[src/rtl/core/temperature_rise_event_detector_macros.svh]
// assertion macros for the temperature rise event detector
// used by rtl/core/temperature_rise_event_detector.sv, expects clk and rst_n in scope
`ifndef TEMPERATURE_RISE_EVENT_DETECTOR_MACROS_SVH
`define TEMPERATURE_RISE_EVENT_DETECTOR_MACROS_SVH

`ifndef NO_ASSERTIONS

// same-cycle implication, checked out of reset
`define TRED_ASSERT_IMPL(label, ante, cons, msg) \
  label: assert property (@(posedge clk) disable iff (!rst_n) (ante) |-> (cons)) \
    else $error(msg);

// next-cycle implication, checked out of reset
`define TRED_ASSERT_NEXT(label, ante, cons, msg) \
  label: assert property (@(posedge clk) disable iff (!rst_n) (ante) |=> (cons)) \
    else $error(msg);

`else

`define TRED_ASSERT_IMPL(label, ante, cons, msg)
`define TRED_ASSERT_NEXT(label, ante, cons, msg)

`endif

`endif

[src/rtl/core/tred_pkg.sv]
// shared types and constants of the temperature rise event detector
// no dependencies; used by temperature_rise_event_detector.sv
`default_nettype none

package tred_pkg;

  // field widths
  localparam int unsigned SAMPLE_W  = 12;
  localparam int unsigned MARGIN_W  = 16;
  localparam int unsigned OUT_SUM_W = 17;
  localparam int unsigned PHASE_W   = 2;
  localparam int unsigned CFG_IDX_W = 2;
  localparam int unsigned CFG_DAT_W = 16;
  localparam int unsigned IN_TDATA_W  = 16;
  localparam int unsigned OUT_TDATA_W = 24;
  localparam int unsigned MAX_CODE  = 4095;

  // register indexes
  localparam logic [CFG_IDX_W-1:0] REG_HOT_LEVEL     = 2'd0;
  localparam logic [CFG_IDX_W-1:0] REG_RISE_MARGIN   = 2'd1;
  localparam logic [CFG_IDX_W-1:0] REG_SETTLE_MARGIN = 2'd2;

  // register reset values
  localparam logic [SAMPLE_W-1:0] HOT_LEVEL_RST     = 12'd819;
  localparam logic [MARGIN_W-1:0] RISE_MARGIN_RST   = 16'd328;
  localparam logic [MARGIN_W-1:0] SETTLE_MARGIN_RST = 16'd109;

  // reported phase codes
  localparam logic [PHASE_W-1:0] CODE_WARMUP   = 2'd0;
  localparam logic [PHASE_W-1:0] CODE_WAITING  = 2'd1;
  localparam logic [PHASE_W-1:0] CODE_RUNNING  = 2'd2;
  localparam logic [PHASE_W-1:0] CODE_FINISHED = 2'd3;

  // detector phase, one-hot
  typedef enum logic [3:0] {
    PH_WARMUP   = 4'b0001,
    PH_WAITING  = 4'b0010,
    PH_RUNNING  = 4'b0100,
    PH_FINISHED = 4'b1000
  } phase_t;

  // phase to reported code
  function automatic logic [PHASE_W-1:0] phase_code(input phase_t ph);
    logic [PHASE_W-1:0] code;
    unique case (ph)
      PH_WARMUP:   code = CODE_WARMUP;
      PH_WAITING:  code = CODE_WAITING;
      PH_RUNNING:  code = CODE_RUNNING;
      PH_FINISHED: code = CODE_FINISHED;
      default:     code = CODE_WARMUP;
    endcase
    return code;
  endfunction

endpackage

`default_nettype wire

[src/rtl/core/temperature_rise_event_detector.sv]
// temperature rise event detector: windowed mean and four-phase event detector
// depends on tred_pkg.sv and temperature_rise_event_detector_macros.svh
//
//  channel | dir | handshake          | payload
//  in_     | in  | in_tvalid/tready   | in_tdata: sample_code[11:0]
//  out_    | out | out_tvalid/tready  | out_tdata: window_sum[16:0], phase, fire_pulse
//  cfg_    | in  | cfg_we             | cfg_addr register index, cfg_wdata value
//
// one beat per cycle unless out_tready stalls; each beat passes stage 1, stage 2
// and the output register. The delay line sits in one memory with a registered
// read port: the oldest code is read at accept and written over when the beat
// leaves stage 1. Reset is synchronous; no clearing pass, a first-pass flag
// makes unwritten entries read as zero. Stages advance independently, so bubbles
// close up under out_tready stalls and input is taken while a result waits.
`default_nettype none
`include "temperature_rise_event_detector_macros.svh"

module temperature_rise_event_detector #(
  parameter int unsigned WINDOW = 30
) (
  input  wire logic                                clk,
  input  wire logic                                rst_n,
  // in_tdata: sample_code[11:0], zero pad [15:12]
  input  wire logic                                in_tvalid,
  output      logic                                in_tready,
  input  wire logic [tred_pkg::IN_TDATA_W-1:0]     in_tdata,
  // out_tdata: window_sum[16:0], phase[18:17], fire_pulse[19], zero pad [23:20]
  output      logic                                out_tvalid,
  input  wire logic                                out_tready,
  output      logic [tred_pkg::OUT_TDATA_W-1:0]    out_tdata,
  input  wire logic                                cfg_we,
  input  wire logic [tred_pkg::CFG_IDX_W-1:0]      cfg_addr,
  input  wire logic [tred_pkg::CFG_DAT_W-1:0]      cfg_wdata
);

  localparam int unsigned SW     = tred_pkg::SAMPLE_W;
  localparam int unsigned PTR_W  = $clog2(WINDOW);
  localparam int unsigned CNT_W  = $clog2(WINDOW + 1);
  localparam int unsigned SUM_W  = $clog2(WINDOW * tred_pkg::MAX_CODE + 1);
  localparam int unsigned RM_W   = tred_pkg::MARGIN_W + CNT_W;
  localparam int unsigned CMP_W  = (SUM_W + 5 > RM_W + 1) ? SUM_W + 5 : RM_W + 1;
  localparam logic [SUM_W-1:0] SUM_MAX = SUM_W'(WINDOW * tred_pkg::MAX_CODE);

  // configuration registers and scaled margins
  logic [SW-1:0]                 hot_r;
  logic [tred_pkg::MARGIN_W-1:0] rise_r, settle_r;
  logic [RM_W-1:0]               rise_w_r, settle_w_r;

  // front end and stage registers
  logic              [PTR_W-1:0] ptr_r;
  logic                          filled_r;
  logic                          v1_r, v2_r;
  logic              [SW-1:0]    s1_sample_r, s2_sample_r;
  logic              [SUM_W-1:0] s1_ws_r, s2_ws_r;
  logic                          s1_fill_r;
  logic              [PTR_W-1:0] s1_slot_r;
  logic              [SW-1:0]    rd_data_r;
  logic              [SUM_W-1:0] sum_r, s2_sum_r;

  // detector state and output register
  tred_pkg::phase_t              phase_r;
  logic              [CNT_W-1:0] warm_r;
  logic                          out_valid_r;
  logic [tred_pkg::OUT_SUM_W-1:0] out_sum_r;
  logic [tred_pkg::PHASE_W-1:0]  out_phase_r;
  logic                          out_fire_r;

  // delay line storage
  logic [SW-1:0] line_mem [WINDOW];

  // pipeline flow control
  logic go_out, ld2, ld1, acc, mv1, mv2;
  assign go_out    = !out_valid_r || out_tready;
  assign ld2       = !v2_r || go_out;
  assign ld1       = !v1_r || ld2;
  assign acc       = in_tvalid && ld1;
  assign mv1       = v1_r && ld2;
  assign mv2       = v2_r && go_out;
  assign in_tready = ld1;

  // configuration writes, indexes beyond the list ignored
  always_ff @(posedge clk) begin
    if (!rst_n) begin
      hot_r    <= tred_pkg::HOT_LEVEL_RST;
      rise_r   <= tred_pkg::RISE_MARGIN_RST;
      settle_r <= tred_pkg::SETTLE_MARGIN_RST;
    end else if (cfg_we) begin
      unique case (cfg_addr)
        tred_pkg::REG_HOT_LEVEL:     hot_r    <= cfg_wdata[SW-1:0];
        tred_pkg::REG_RISE_MARGIN:   rise_r   <= cfg_wdata;
        tred_pkg::REG_SETTLE_MARGIN: settle_r <= cfg_wdata;
        default: ;
      endcase
    end
  end

  // margins times window, constant multiply
  always_ff @(posedge clk) begin
    rise_w_r   <= RM_W'(rise_r) * RM_W'(WINDOW);
    settle_w_r <= RM_W'(settle_r) * RM_W'(WINDOW);
  end

  // write pointer and first-pass flag
  logic [PTR_W-1:0] ptr_nxt;
  logic             wrap;
  assign wrap    = (ptr_r == PTR_W'(WINDOW - 1));
  assign ptr_nxt = wrap ? '0 : ptr_r + PTR_W'(1);

  always_ff @(posedge clk) begin
    if (!rst_n) begin
      ptr_r    <= '0;
      filled_r <= 1'b0;
    end else if (acc) begin
      ptr_r <= ptr_nxt;
      if (wrap) begin
        filled_r <= 1'b1;
      end
    end
  end

  // delay line memory: read oldest at accept, overwrite one stage later
  always_ff @(posedge clk) begin
    if (acc) begin
      rd_data_r <= line_mem[ptr_r];
    end
    if (mv1) begin
      line_mem[s1_slot_r] <= s1_sample_r;
    end
  end

  // stage 1: sample, its scaled value, slot
  always_ff @(posedge clk) begin
    if (acc) begin
      s1_sample_r <= in_tdata[SW-1:0];
      s1_ws_r     <= SUM_W'(in_tdata[SW-1:0]) * SUM_W'(WINDOW);
      s1_fill_r   <= filled_r;
      s1_slot_r   <= ptr_r;
    end
  end

  // running sum update
  logic [SW-1:0]    old_code;
  logic [SUM_W-1:0] sum_nxt;
  assign old_code = s1_fill_r ? rd_data_r : '0;
  assign sum_nxt  = sum_r - SUM_W'(old_code) + SUM_W'(s1_sample_r);

  always_ff @(posedge clk) begin
    if (!rst_n) begin
      sum_r <= '0;
    end else if (mv1) begin
      sum_r <= sum_nxt;
    end
  end

  // stage 2 payload
  always_ff @(posedge clk) begin
    if (mv1) begin
      s2_sample_r <= s1_sample_r;
      s2_ws_r     <= s1_ws_r;
      s2_sum_r    <= sum_nxt;
    end
  end

  // stage valids
  always_ff @(posedge clk) begin
    if (!rst_n) begin
      v1_r        <= 1'b0;
      v2_r        <= 1'b0;
      out_valid_r <= 1'b0;
    end else begin
      if (ld1) begin
        v1_r <= acc;
      end
      if (ld2) begin
        v2_r <= v1_r;
      end
      if (go_out) begin
        out_valid_r <= v2_r;
      end
    end
  end

  // sample minus mean, scaled by sixteen times the window
  logic signed [SUM_W:0]   diff;
  logic signed [CMP_W-1:0] excess, rise_cmp, settle_cmp;
  logic                    rise_ok, settle_ok, hot_ok;
  assign diff       = $signed({1'b0, s2_ws_r}) - $signed({1'b0, s2_sum_r});
  assign excess     = CMP_W'(diff) <<< 4;
  assign rise_cmp   = CMP_W'($signed({1'b0, rise_w_r}));
  assign settle_cmp = CMP_W'($signed({1'b0, settle_w_r}));
  assign rise_ok    = excess > rise_cmp;
  assign settle_ok  = excess < settle_cmp;
  assign hot_ok     = s2_sample_r > hot_r;

  // detector phase step
  tred_pkg::phase_t ph_mid, phase_nxt;
  logic [CNT_W-1:0] warm_mid, warm_nxt;
  logic             fire_nxt;

  always_comb begin
    ph_mid   = phase_r;
    warm_mid = warm_r;
    if (phase_r == tred_pkg::PH_WARMUP) begin
      if (warm_r != '0) begin
        warm_mid = warm_r - CNT_W'(1);
      end
      if (warm_mid == '0) begin
        ph_mid = tred_pkg::PH_WAITING;
      end
    end
    phase_nxt = ph_mid;
    warm_nxt  = warm_mid;
    fire_nxt  = 1'b0;
    unique case (ph_mid)
      tred_pkg::PH_WARMUP: ;
      tred_pkg::PH_WAITING: begin
        if (hot_ok && rise_ok) begin
          phase_nxt = tred_pkg::PH_RUNNING;
        end
      end
      tred_pkg::PH_RUNNING: begin
        if (settle_ok) begin
          phase_nxt = tred_pkg::PH_FINISHED;
        end
      end
      tred_pkg::PH_FINISHED: begin
        fire_nxt  = 1'b1;
        phase_nxt = tred_pkg::PH_WARMUP;
        warm_nxt  = CNT_W'(WINDOW);
      end
      default: phase_nxt = tred_pkg::PH_WARMUP;
    endcase
  end

  always_ff @(posedge clk) begin
    if (!rst_n) begin
      phase_r <= tred_pkg::PH_WARMUP;
      warm_r  <= CNT_W'(WINDOW);
    end else if (mv2) begin
      phase_r <= phase_nxt;
      warm_r  <= warm_nxt;
    end
  end

  // output register
  logic [SUM_W+tred_pkg::OUT_SUM_W-1:0] sum_ext;
  assign sum_ext = {{tred_pkg::OUT_SUM_W{1'b0}}, s2_sum_r};

  always_ff @(posedge clk) begin
    if (mv2) begin
      out_sum_r   <= sum_ext[tred_pkg::OUT_SUM_W-1:0];
      out_phase_r <= tred_pkg::phase_code(phase_nxt);
      out_fire_r  <= fire_nxt;
    end
  end

  assign out_tvalid = out_valid_r;
  assign out_tdata  = {4'b0000, out_fire_r, out_phase_r, out_sum_r};

  // checks
  `TRED_ASSERT_IMPL(a_no_slot_clash, acc && mv1, s1_slot_r != ptr_r,
                    "delay line read and write hit the same slot")
  `TRED_ASSERT_IMPL(a_count_in_warmup, warm_r != '0, phase_r == tred_pkg::PH_WARMUP,
                    "warm-up count running outside warm-up")
  `TRED_ASSERT_IMPL(a_sum_bound, 1'b1, sum_r <= SUM_MAX,
                    "running sum beyond window full scale")
  `TRED_ASSERT_IMPL(a_fire_rearms, out_valid_r && out_fire_r,
                    out_phase_r == tred_pkg::CODE_WARMUP,
                    "pulse without return to warm-up")
  `TRED_ASSERT_NEXT(a_stage_fill, acc, v1_r,
                    "accepted beat missing from first stage")

endmodule

`default_nettype wire

[config.mk]
export PLATFORM = sky130hd
export DESIGN_NAME = temperature_rise_event_detector
export DESIGN_NICKNAME = d
export VERILOG_FILES = /design/src/rtl/core/tred_pkg.sv /design/src/rtl/core/temperature_rise_event_detector.sv
export VERILOG_INCLUDE_DIRS = /design/src /design/src/rtl/core
export SDC_FILE = /design/constraint.sdc
export NUM_CORES = 1
export LEC_CHECK = 0
export BUFFER_PORTS_ARGS = -buffer_cell sky130_fd_sc_hd__buf_4
export CELL_PAD_IN_SITES_DETAIL_PLACEMENT = 1
export CELL_PAD_IN_SITES_GLOBAL_PLACEMENT = 2
export CORE_UTILIZATION = 50
export DETAILED_ROUTE_END_ITERATION = 8
export GPL_ROUTABILITY_DRIVEN = 0
export HOLD_SLACK_MARGIN = 0.08
export PLACE_DENSITY_LB_ADDON = 0.1
export SLEW_MARGIN = 20
export SYNTH_ARGS = -nofsm -noshare
export SYNTH_HDL_FRONTEND = slang
export SYNTH_SLANG_ARGS = --single-unit
[constraint.sdc]
create_clock -name clk -period 6.8 [get_ports clk]
set_clock_uncertainty 0.2 [all_clocks]
set_input_delay 1.02 -clock clk [delete_from_list [all_inputs] [get_ports clk]]
set_output_delay 1.02 -clock clk [all_outputs]
set_load 0.02 [all_outputs]
==> results.cfg, run 1 <==
[critical_path]
slowest_delay_ps = 490
cp_slowest_cell = edfxtp_1
cp-end-kind = register
path_max_fanout = 5
worst_ep_required_time_ps = 6930
crit_buf_inv = 1
cp_cell_sequence = inv_1 > fa_1 > a21o_1 > a21oi_1 > o21bai_1 > a21oi_1 > o211ai_1 > and3_1 > o41ai_1 > xnor2_1 > ha_1 > and4_1 > a41oi_1 > nand4b_1 > nor3b_1 > nor3_1
path_common_cell = a21oi_1
crit_arrival_ps = 4880
start_kind = register
critPathTopFamily = compound AO/OA/AOI/OAI gates
crit_type = reg -> reg

[clock_tree]
cts.sinks = 588
clk_latency_ps = 610
cts_root_buffer = clkbuf_16
cts_buffer_depth = 3
path_clk_slew_ps = 60
cts_tree = done
numCtsBuffers = 67
ctsResizeCount = 0
htreeDepth = 3
holdBufCountCts = 0
cts_setup_buffers = 0

[timing]
slew_violations = 0
hold_violations = 0
finalCritPeriodShare_pct = 69.8
rsz0062_at_grt = false
max_freq_mhz = 211
finalSetupViolCount = 0
worstMarginPinSlew_ps = 1050
slew_headroom_pct = 29.7
fin_crit_ps = 4750
tns_ps = 0

[global_routing]
antenna_found_initial = 2
grtUsageTotal_pct = 23.6
grt_overflow = 0
grt_pass1_wl_mm = 100
grt_use_met3_pct = 3.69
grt_pass1_vias = 17000
grt_use_met1_pct = 30.3
busiest_layer = met2
grt_max_degree = 63
met2_usage_pct = 41.8

[power_and_ir_drop]
power.clock.fraction_pct = 34.6
p_switching_mw = 2.96
p_leak_nw = 11.6
p_seq_share_pct = 42.8
fin_total_pwr_mw = 10.1
p_int_mw = 7.17
netSwitchingFraction_pct = 29.2
peakVddDrop_v = 0.000295
p_per_area_mw_per_mm2 = 321
p_comb_share_pct = 22.6

[placed_design]
dp_hpwl_mm = 44.5
placement.io_buffers = 56

[synthesis]
ys_warn_count = 0
synth.avg_cell_area_sq_um = 14.6
yosysSeqAreaShare_pct = 59.0
synth_edf_count = 469
synthFlopType = edfxtp_1
ys_seq_elements = 588
ys_types = 69
synthArstFlopShare_pct = 0
syn_inst = 1906
syn_area_sq_mm = 0.0279

[detailed_routing]
drc = 0
ant_nets = 0
vias_per_cell = 5.61
finalWirelength_mm = 64.2
first_pass_iters = 5
num_vias = 15800
drt_iter0_drc = 952
wl_per_cell_microns = 22.8

[layout]
drive_gt1_share_pct = 17.0
final_common_cell = edfxtp_1
antenna_cells = 0
nNetsFinal = 2293
syn2layout_area_growth_pct = 13.1
layout_common_cells = edfxtp_1 (469), inv_1 (153), ha_1 (147), nand2_1 (144), dfxtp_1 (117)

[die]
ios = 65
start_util_pct = 50.6
std_cell_rows = 86
die_h_microns = 238
core-area_sq_mm = 0.0551
fp.dieW_microns = 238
die_area_sq_mm = 0.0567

[job]
drv_cap = 0

[run_status]
status = complete, no violations

[hold_path]
hold_class = reg -> reg
## cell type report
type | instances | area (sq um)
Multi-Input combinational cell | 1113 | 10700
Fill cell | 5194 | 23600
Clock buffer | 80 | 1750
Inverter | 155 | 582
Tap cell | 748 | 936
Sequential cell | 588 | 16500
Timing Repair Buffer | 90 | 718
Clock inverter | 41 | 384
## flip-flops by register name (all words and copies together), names as in the netlist, 2 cells and up
| name | count |
|---|---|
| sum_r | 17 |
| s1_ws_r | 15 |
| rise_r | 16 |
| line_mem | 360 |
| settle_r | 16 |
| warm_r | 5 |
| rd_data_r | 12 |
| s1_slot_r | 5 |
| hot_r | 12 |
| out_phase_r | 2 |
| out_sum_r | 17 |
| phase_r | 4 |
| s1_sample_r | 12 |
| s2_sum_r | 17 |
| ptr_r | 5 |
| s2_sample_r | 12 |
| settle_w_r | 20 |
| s2_ws_r | 15 |
| rise_w_r | 20 |
## logic make-up (layout without fill, tap and decap cells)
family	after synthesis	in the layout	synth area share [%]
flip-flops	588	588	59.0
AND/OR/NAND/NOR	408	408	6.87
AO/OA/AOI/OAI	258	258	6.10
adder cells (fa/ha/maj)	239	239	13.2
buffers and inverters	208	366	2.88
multiplexers	135	135	9.75
XOR/XNOR	69	69	2.17
other	1	4	0.0134
## path summary, 6_finish.rpt
kind | from | end | slack (ps) | cells after the start
setup / recovery | s2_sum_r[0] | out_phase_r[0] | 2050 | 16
setup reg to reg | s2_sum_r[0] | out_phase_r[0] | 2050 | 16
hold / removal | s1_ws_r[6] | s2_ws_r[6] | 230 | 0
hold reg to reg | s1_ws_r[6] | s2_ws_r[6] | 230 | 0
## cell usage after synthesis, types with 19 or more instances
cell type	number	area share, %
a21o_1	22	0.59
dfxtp_1	119	8.5
clkbuf_1	37	0.50
nand2_1	144	1.9
inv_1	154	2.1
ha_1	147	6.6
o21a_1	19	0.51
nor2_1	102	1.4
xor2_1	21	0.66
mux2_2	24	0.97
a21oi_1	106	1.9
mux4_2	107	8.6
xnor2_1	48	1.5
nor3_1	29	0.52
edfxtp_1	469	50
fa_1	92	6.6
o21ai_0	29	0.52
nand3_1	35	0.63
## stage by stage
stage	util (%)	hold slack [ps]	instances	area, sq um	setup WS [ps]
2_1_floorplan	-	191	1909	27900	1960
3_3_place_gp	53.2	207	2690	29300	2160
3_5_place_dp	53.2	215	2690	29300	2010
4_1_cts	57.1	232	2811	31500	2000
5_1_grt	57.3	246	2815	31500	1730
6_report	57.3	231	2815	31500	2050
## worst register-to-register path, cell delays in order, from the launching register on
cell      delay, ps
edfxtp_1        490
inv_1            90
fa_1            400
a21o_1          190
a21oi_1         210
o21bai_1         90
a21oi_1         260
o211ai_1        110
and3_1          220
o41ai_1         310
xnor2_1         330
ha_1            350
and4_1          200
a41oi_1         200
nand4b_1        290
nor3b_1         420
nor3_1          110
## layer usage
metal / wire, microns / vias to the layer above
met5: 23 / -
met4: 1300 / 4
met3: 2250 / 88
met2: 33500 / 257
met1: 27200 / 8148
li1: - / 7287
## power by group through the flow
stage | combinational [mW] | clock (mW) | sequential (mW)
2_1_floorplan | 1.65 | 0 | 4.35
3_3_place_gp | 2.20 | 0 | 4.42
3_5_place_dp | 2.28 | 0 | 4.43
4_1_cts | 2.30 | 3.58 | 4.36
5_1_grt | 2.56 | 3.71 | 4.36
6_report | 2.29 | 3.50 | 4.34
Note: power is estimated with default switching activity, not from simulation.
==> run 2, diff against run 1 <==
--- a/config.mk
+++ b/config.mk
@@ -9,7 +9,7 @@
 export BUFFER_PORTS_ARGS = -buffer_cell sky130_fd_sc_hd__buf_4
 export CELL_PAD_IN_SITES_DETAIL_PLACEMENT = 1
 export CELL_PAD_IN_SITES_GLOBAL_PLACEMENT = 2
-export CORE_UTILIZATION = 50
+export CORE_UTILIZATION = 46
 export DETAILED_ROUTE_END_ITERATION = 8
 export GPL_ROUTABILITY_DRIVEN = 0
 export HOLD_SLACK_MARGIN = 0.08
==> constraint.sdc (replaced) <==
create_clock -name clk -period 4.9 [get_ports clk]
set_clock_uncertainty 0.2 [all_clocks]
set_input_delay 0.735 -clock clk [delete_from_list [all_inputs] [get_ports clk]]
set_output_delay 0.735 -clock clk [all_outputs]
set_load 0.02 [all_outputs]
==> run 2 against run 1 <==
Utilization shrank 4.1 points; combinational power rose by 39%; flip-flop and latch count unchanged; via count shrank 0.76%; worst hold slack worse by 100 ps; first-iteration DRC count fell by 12%; cell area rose by 0.15%; sequential share of layout area fell by 0.081 points; clock-buffer cell count fell by 1; wire length increased by 2.0%.
==> results.cfg, run 2 (synthesis gave the netlist of run 1 again) <==
[detailed_routing]
first_pass_iters = 5
num_vias = 15700
drc = 0
vias_per_cell = 5.51
finalWirelength_mm = 65.5
wl_per_cell_microns = 23.1
drt_iter0_drc = 838
ant_nets = 0

[timing]
finalCritPeriodShare_pct = 91.3
rsz0062_at_grt = false
worstMarginPinSlew_ps = 913
tns_ps = 0
hold_violations = 0
finalSetupViolCount = 0
max_freq_mhz = 224
fin_crit_ps = 4470
slew_headroom_pct = 39.1
slew_violations = 0

[critical_path]
crit_arrival_ps = 4630
start_kind = register
crit_type = reg -> reg
path_common_cell = a21oi_1
cp-end-kind = register
slowest_delay_ps = 480
cp_cell_sequence = fa_1 > a21o_1 > a21oi_1 > o21bai_1 > a21oi_1 > o21ai_0 > and2_1 > or4_1 > nand3_1 > ha_1 > and4_1 > a41oi_1 > nand4b_1 > nor3b_2 > nor3_1
worst_ep_required_time_ps = 5050
path_max_fanout = 3
r2r_setup_slack_ps = 430
cp_slowest_cell = fa_1

[power_and_ir_drop]
p_leak_nw = 11.6
p_switching_mw = 4.00
p_seq_share_pct = 42.8
power.clock.fraction_pct = 34.5
fin_total_pwr_mw = 14.0
p_per_area_mw_per_mm2 = 443
p_int_mw = 10.0
p_comb_share_pct = 22.7
peakVddDrop_v = 0.000404
netSwitchingFraction_pct = 28.6

[layout]
layout_common_cells = edfxtp_1 (469), inv_1 (153), ha_1 (147), nand2_1 (144), dfxtp_1 (117)
syn2layout_area_growth_pct = 13.2
antenna_cells = 0
final_common_cell = edfxtp_1
top_register = line_mem
largest_register_ffs = 360
drive_gt1_share_pct = 17.2
fin_area_sq_mm = 0.0316
final_cells = 2841
top_regs = line_mem: 360 flops, rise_w_r: 20 flops, settle_w_r: 20 flops
nNetsFinal = 2297

[run_status]
status = complete, no violations

[global_routing]
antenna_found_initial = 0
grt_pass1_wl_mm = 101
grtUsageTotal_pct = 22.0
grt_overflow = 0
grt_max_degree = 63
grt_pass1_vias = 16800

[clock_tree]
ctsResizeCount = 0
numCtsBuffers = 61
cts_tree = done
cts_setup_buffers = 0
path_clk_slew_ps = 70
cts_root_buffer = clkbuf_16
clk_latency_ps = 650
cts_buffer_depth = 3
holdBufCountCts = 0
htreeDepth = 2
cts.sinks = 588

[die]
die_h_microns = 248
core-area_sq_mm = 0.0595
start_util_pct = 46.9
die_area_sq_mm = 0.0616
std_cell_rows = 89
ios = 65
fp.dieW_microns = 248

[placed_design]
placement.io_buffers = 56
dp_hpwl_mm = 46.5
dp.cells = 2729
dpl_cell_area_sq_mm = 0.0295

[hold_path]
hold_class = in -> reg

[job]
drv_cap = 0
[run 2: path summary, 6_finish.rpt]
kind,from,endpoint,depth (start not counted)
setup / recovery,s2_sample_r[0],out_phase_r[0],15
hold / removal,in_tdata[0],s1_sample_r[0],1
setup reg to reg,s2_sample_r[0],out_phase_r[0],15
hold reg to reg,s1_ws_r[6],s2_ws_r[6],0
[run 2: metrics by stage]
step | hold WS, ps | worst slack, ps | util, %
6_report | 127 | 427 | 53.1
3_3_place_gp | 205 | 444 | 49.5
5_1_grt | 93.8 | 71.1 | 53.1
2_1_floorplan | 191 | 346 | -
3_5_place_dp | 219 | 343 | 49.5
4_1_cts | 90.9 | 320 | 53.1
[run 2: layout make-up]
| type | instances | area, sq um |
|---|---|---|
| inverters | 155 | 582 |
| fillers | 5713 | 27900 |
| multi-input cells | 1113 | 10700 |
| flip-flops and latches | 588 | 16500 |
| repair buffers | 100 | 763 |
| clock buffers | 79 | 1680 |
| clock inverters | 33 | 430 |
| well taps | 773 | 967 |
[run 2: power groups by stage]
stage	clock network [mW]	registers, mW	logic (mW)
6_report	4.83	5.99	3.18
5_1_grt	5.11	6.02	3.58
4_1_cts	4.95	6.00	3.22
3_5_place_dp	0	6.11	3.19
3_3_place_gp	0	6.10	3.08
2_1_floorplan	0	6.04	2.29
[run 2: critical path, delay by kind of cell (launching register included)]
kind	cells	cell delay, ps
AND/OR/NAND/NOR	7	1670
AO/OA/AOI/OAI	6	1190
adder cells (fa/ha/maj)	2	730
flip-flops	1	450
[run 2: per-layer routing]
| metal | GRT usage [%] | vias up | share of wire, % |
|---|---|---|---|
| met4 | 5.29 | 0 | 2.2 |
| met5 | 0 | - | 0 |
| met1 | 28.9 | 8079 | 44 |
| met3 | 3.05 | 72 | 3.1 |
| met2 | 38.6 | 238 | 51 |
| li1 | - | 7275 | - |
==> run 3, diff against run 2 <==
--- a/config.mk
+++ b/config.mk
@@ -13,7 +13,7 @@
 export DETAILED_ROUTE_END_ITERATION = 8
 export GPL_ROUTABILITY_DRIVEN = 0
 export HOLD_SLACK_MARGIN = 0.08
-export PLACE_DENSITY_LB_ADDON = 0.1
+export PLACE_DENSITY_LB_ADDON = 0.15
 export SLEW_MARGIN = 20
 export SYNTH_ARGS = -nofsm -noshare
 export SYNTH_HDL_FRONTEND = slang
==> run 3 against run 2 <==
Power rose by 2.2%; cell area rose by 0.46%; setup slack improved by 65 ps; critical path depth did not move; register-to-register slack improved by 70 ps; worst hold slack improved by 11 ps; die area did not move; flip-flop and latch count did not move; via count rose by 1.1%; fmax rose by 1.5%; first-iteration DRC count rose by 4.2%; utilization rose by 0.24 points; critical path type unchanged.
==> results.cfg, run 3 (synthesis gave the netlist of run 1 again) <==
[die]
core-area_sq_mm = 0.0595
ios = 65
std_cell_rows = 89
die_area_sq_mm = 0.0616
die_h_microns = 248
start_util_pct = 46.9
fp.dieW_microns = 248

[timing]
fin_ws_ps = 492
finalSetupViolCount = 0
finalCritPeriodShare_pct = 90.0
worstMarginPinSlew_ps = 1030
fin_crit_ps = 4410
max_freq_mhz = 227
slew_violations = 0
hold_violations = 0
rsz0062_at_grt = false
slew_headroom_pct = 31.1
tns_ps = 0

[detailed_routing]
drt_iter0_drc = 873
finalWirelength_mm = 65.9
ant_nets = 0
vias_per_cell = 5.56
drc = 0
first_pass_iters = 5
num_vias = 15800
wl_per_cell_microns = 23.1

[global_routing]
grt_pass1_wl_mm = 101
grtUsageTotal_pct = 22.2
antenna_found_initial = 0
grt_pass1_vias = 17000
grt_max_degree = 63
grt_overflow = 0

[critical_path]
r2r-end = out_phase_r[0]
r2r_setup_slack_ps = 490
worst_ep_required_time_ps = 5040
cp-end-kind = register
crit_arrival_ps = 4550
reg2reg_from = s2_sample_r[0]
crit_type = reg -> reg
start_kind = register
path_max_fanout = 3
worst-r2r-cell-count = 15

[layout]
final_cells = 2848
nNetsFinal = 2301
layout_common_cells = edfxtp_1 (469), inv_1 (153), ha_1 (147), nand2_1 (144), dfxtp_1 (117)
fillers = 5716
largest_register_ffs = 360
multi_input_area_sq_mm = 0.0107
antenna_cells = 0
final_common_cell = edfxtp_1
top_regs = line_mem: 360 flops, rise_w_r: 20 flops, settle_w_r: 20 flops
syn2layout_area_growth_pct = 13.8
fin_area_sq_mm = 0.0317
seq_area_sq_mm = 0.0165
drive_gt1_share_pct = 17.3
top_register = line_mem

[job]
drv_cap = 0

[hold_path]
whs_endpoint = s1_sample_r[0]
hp-start = in_tdata[0]
hold_depth = 1
hold_class = in -> reg

[placed_design]
dpl_cell_area_sq_mm = 0.0294
dp.cells = 2727
placement.io_buffers = 56
dp_hpwl_mm = 46.5
pre_cts_slack_ps = 373

[power_and_ir_drop]
p_leak_nw = 11.7
peakVddDrop_v = 0.000298
p_per_area_mw_per_mm2 = 451

[clock_tree]
path_clk_slew_ps = 60
cts_tree = done
htreeDepth = 3
numCtsBuffers = 67
holdBufCountCts = 0
cts.sinks = 588
cts_root_buffer = clkbuf_16
clk_latency_ps = 620
cts_buffer_depth = 3
cts_setup_buffers = 0

[run_status]
status = complete, no violations
## run 3: cell count changes in the layout (fill, tap and decap cells not counted), sizes merged
| cell | before | now |
|---|---|---|
| buf | 100 | 98 |
| clkbuf | 79 | 89 |
| clkinv | 23 | 20 |
| clkinvlp | 2 | 1 |
| inv | 155 | 158 |
## run 3: repair_timing
item                                    CTS  global route
endpoints found under the setup margin    0             1
gates resized for setup                   0             1
hold endpoints to repair                  0             0
## run 3: worst max-delay path by stage
stage / slack (ps) / to / start
after global placement: 470 / out_phase_r[0] / s2_sample_r[0]
after floorplan: 350 / ptr_r[1] / out_tready
after detailed placement: 370 / out_phase_r[0] / s2_sample_r[0]
after global routing: 100 / out_phase_r[0] / s2_sample_r[0]
final: 490 / out_phase_r[0] / s2_sample_r[0]
after CTS: 360 / out_phase_r[0] / s2_sample_r[0]
## run 3: final cells by class
cell class,instances,area share (%)
clock buffer,89,5.76
clock inverter,32,1.40
inverter,155,1.83
multi-input combinational,1113,33.7
sequential,588,51.9
tap,773,3.05
timing repair buffer,98,2.36
## run 3: through the flow
step | power, mW | hold WS, ps | util [%]
after floorplan | 8.32 | 191 | -
after global placement | 9.18 | 205 | 49.5
after detailed placement | 9.29 | 209 | 49.5
after CTS | 14.5 | 103 | 53.3
after global routing | 15.0 | 118 | 53.4
final | 14.3 | 138 | 53.4
## run 3: where the power goes
part           switching [mW]  total (mW)  internal, mW
Combinational            1.82        3.17          1.35
Clock                    2.07        5.15          3.08
Sequential              0.179        5.98          5.80
Total                    4.07        14.3          10.2
## run 3: critical path, stage by stage, from the launching register on
cell and delay, ps:
edfxtp_1 450, fa_1 500, a21o_1 190, a21oi_1 220, o21bai_1 90, a21oi_1 270
o21ai_0 160, and2_1 210, or4_1 460, nand3_1 130, ha_1 240, and4_1 220
a41oi_1 210, nand4b_1 250, nor3b_2 280, nor3_1 80
## run 3: layer usage
layer | vias to the layer above | wire [microns] | track usage (%)
li1 | 7309 | - | -
met1 | 8154 | 28600 | 28.8
met2 | 265 | 32900 | 38.0
met3 | 111 | 2060 | 3.20
met4 | 0 | 2290 | 8.09
met5 | - | 0 | 0
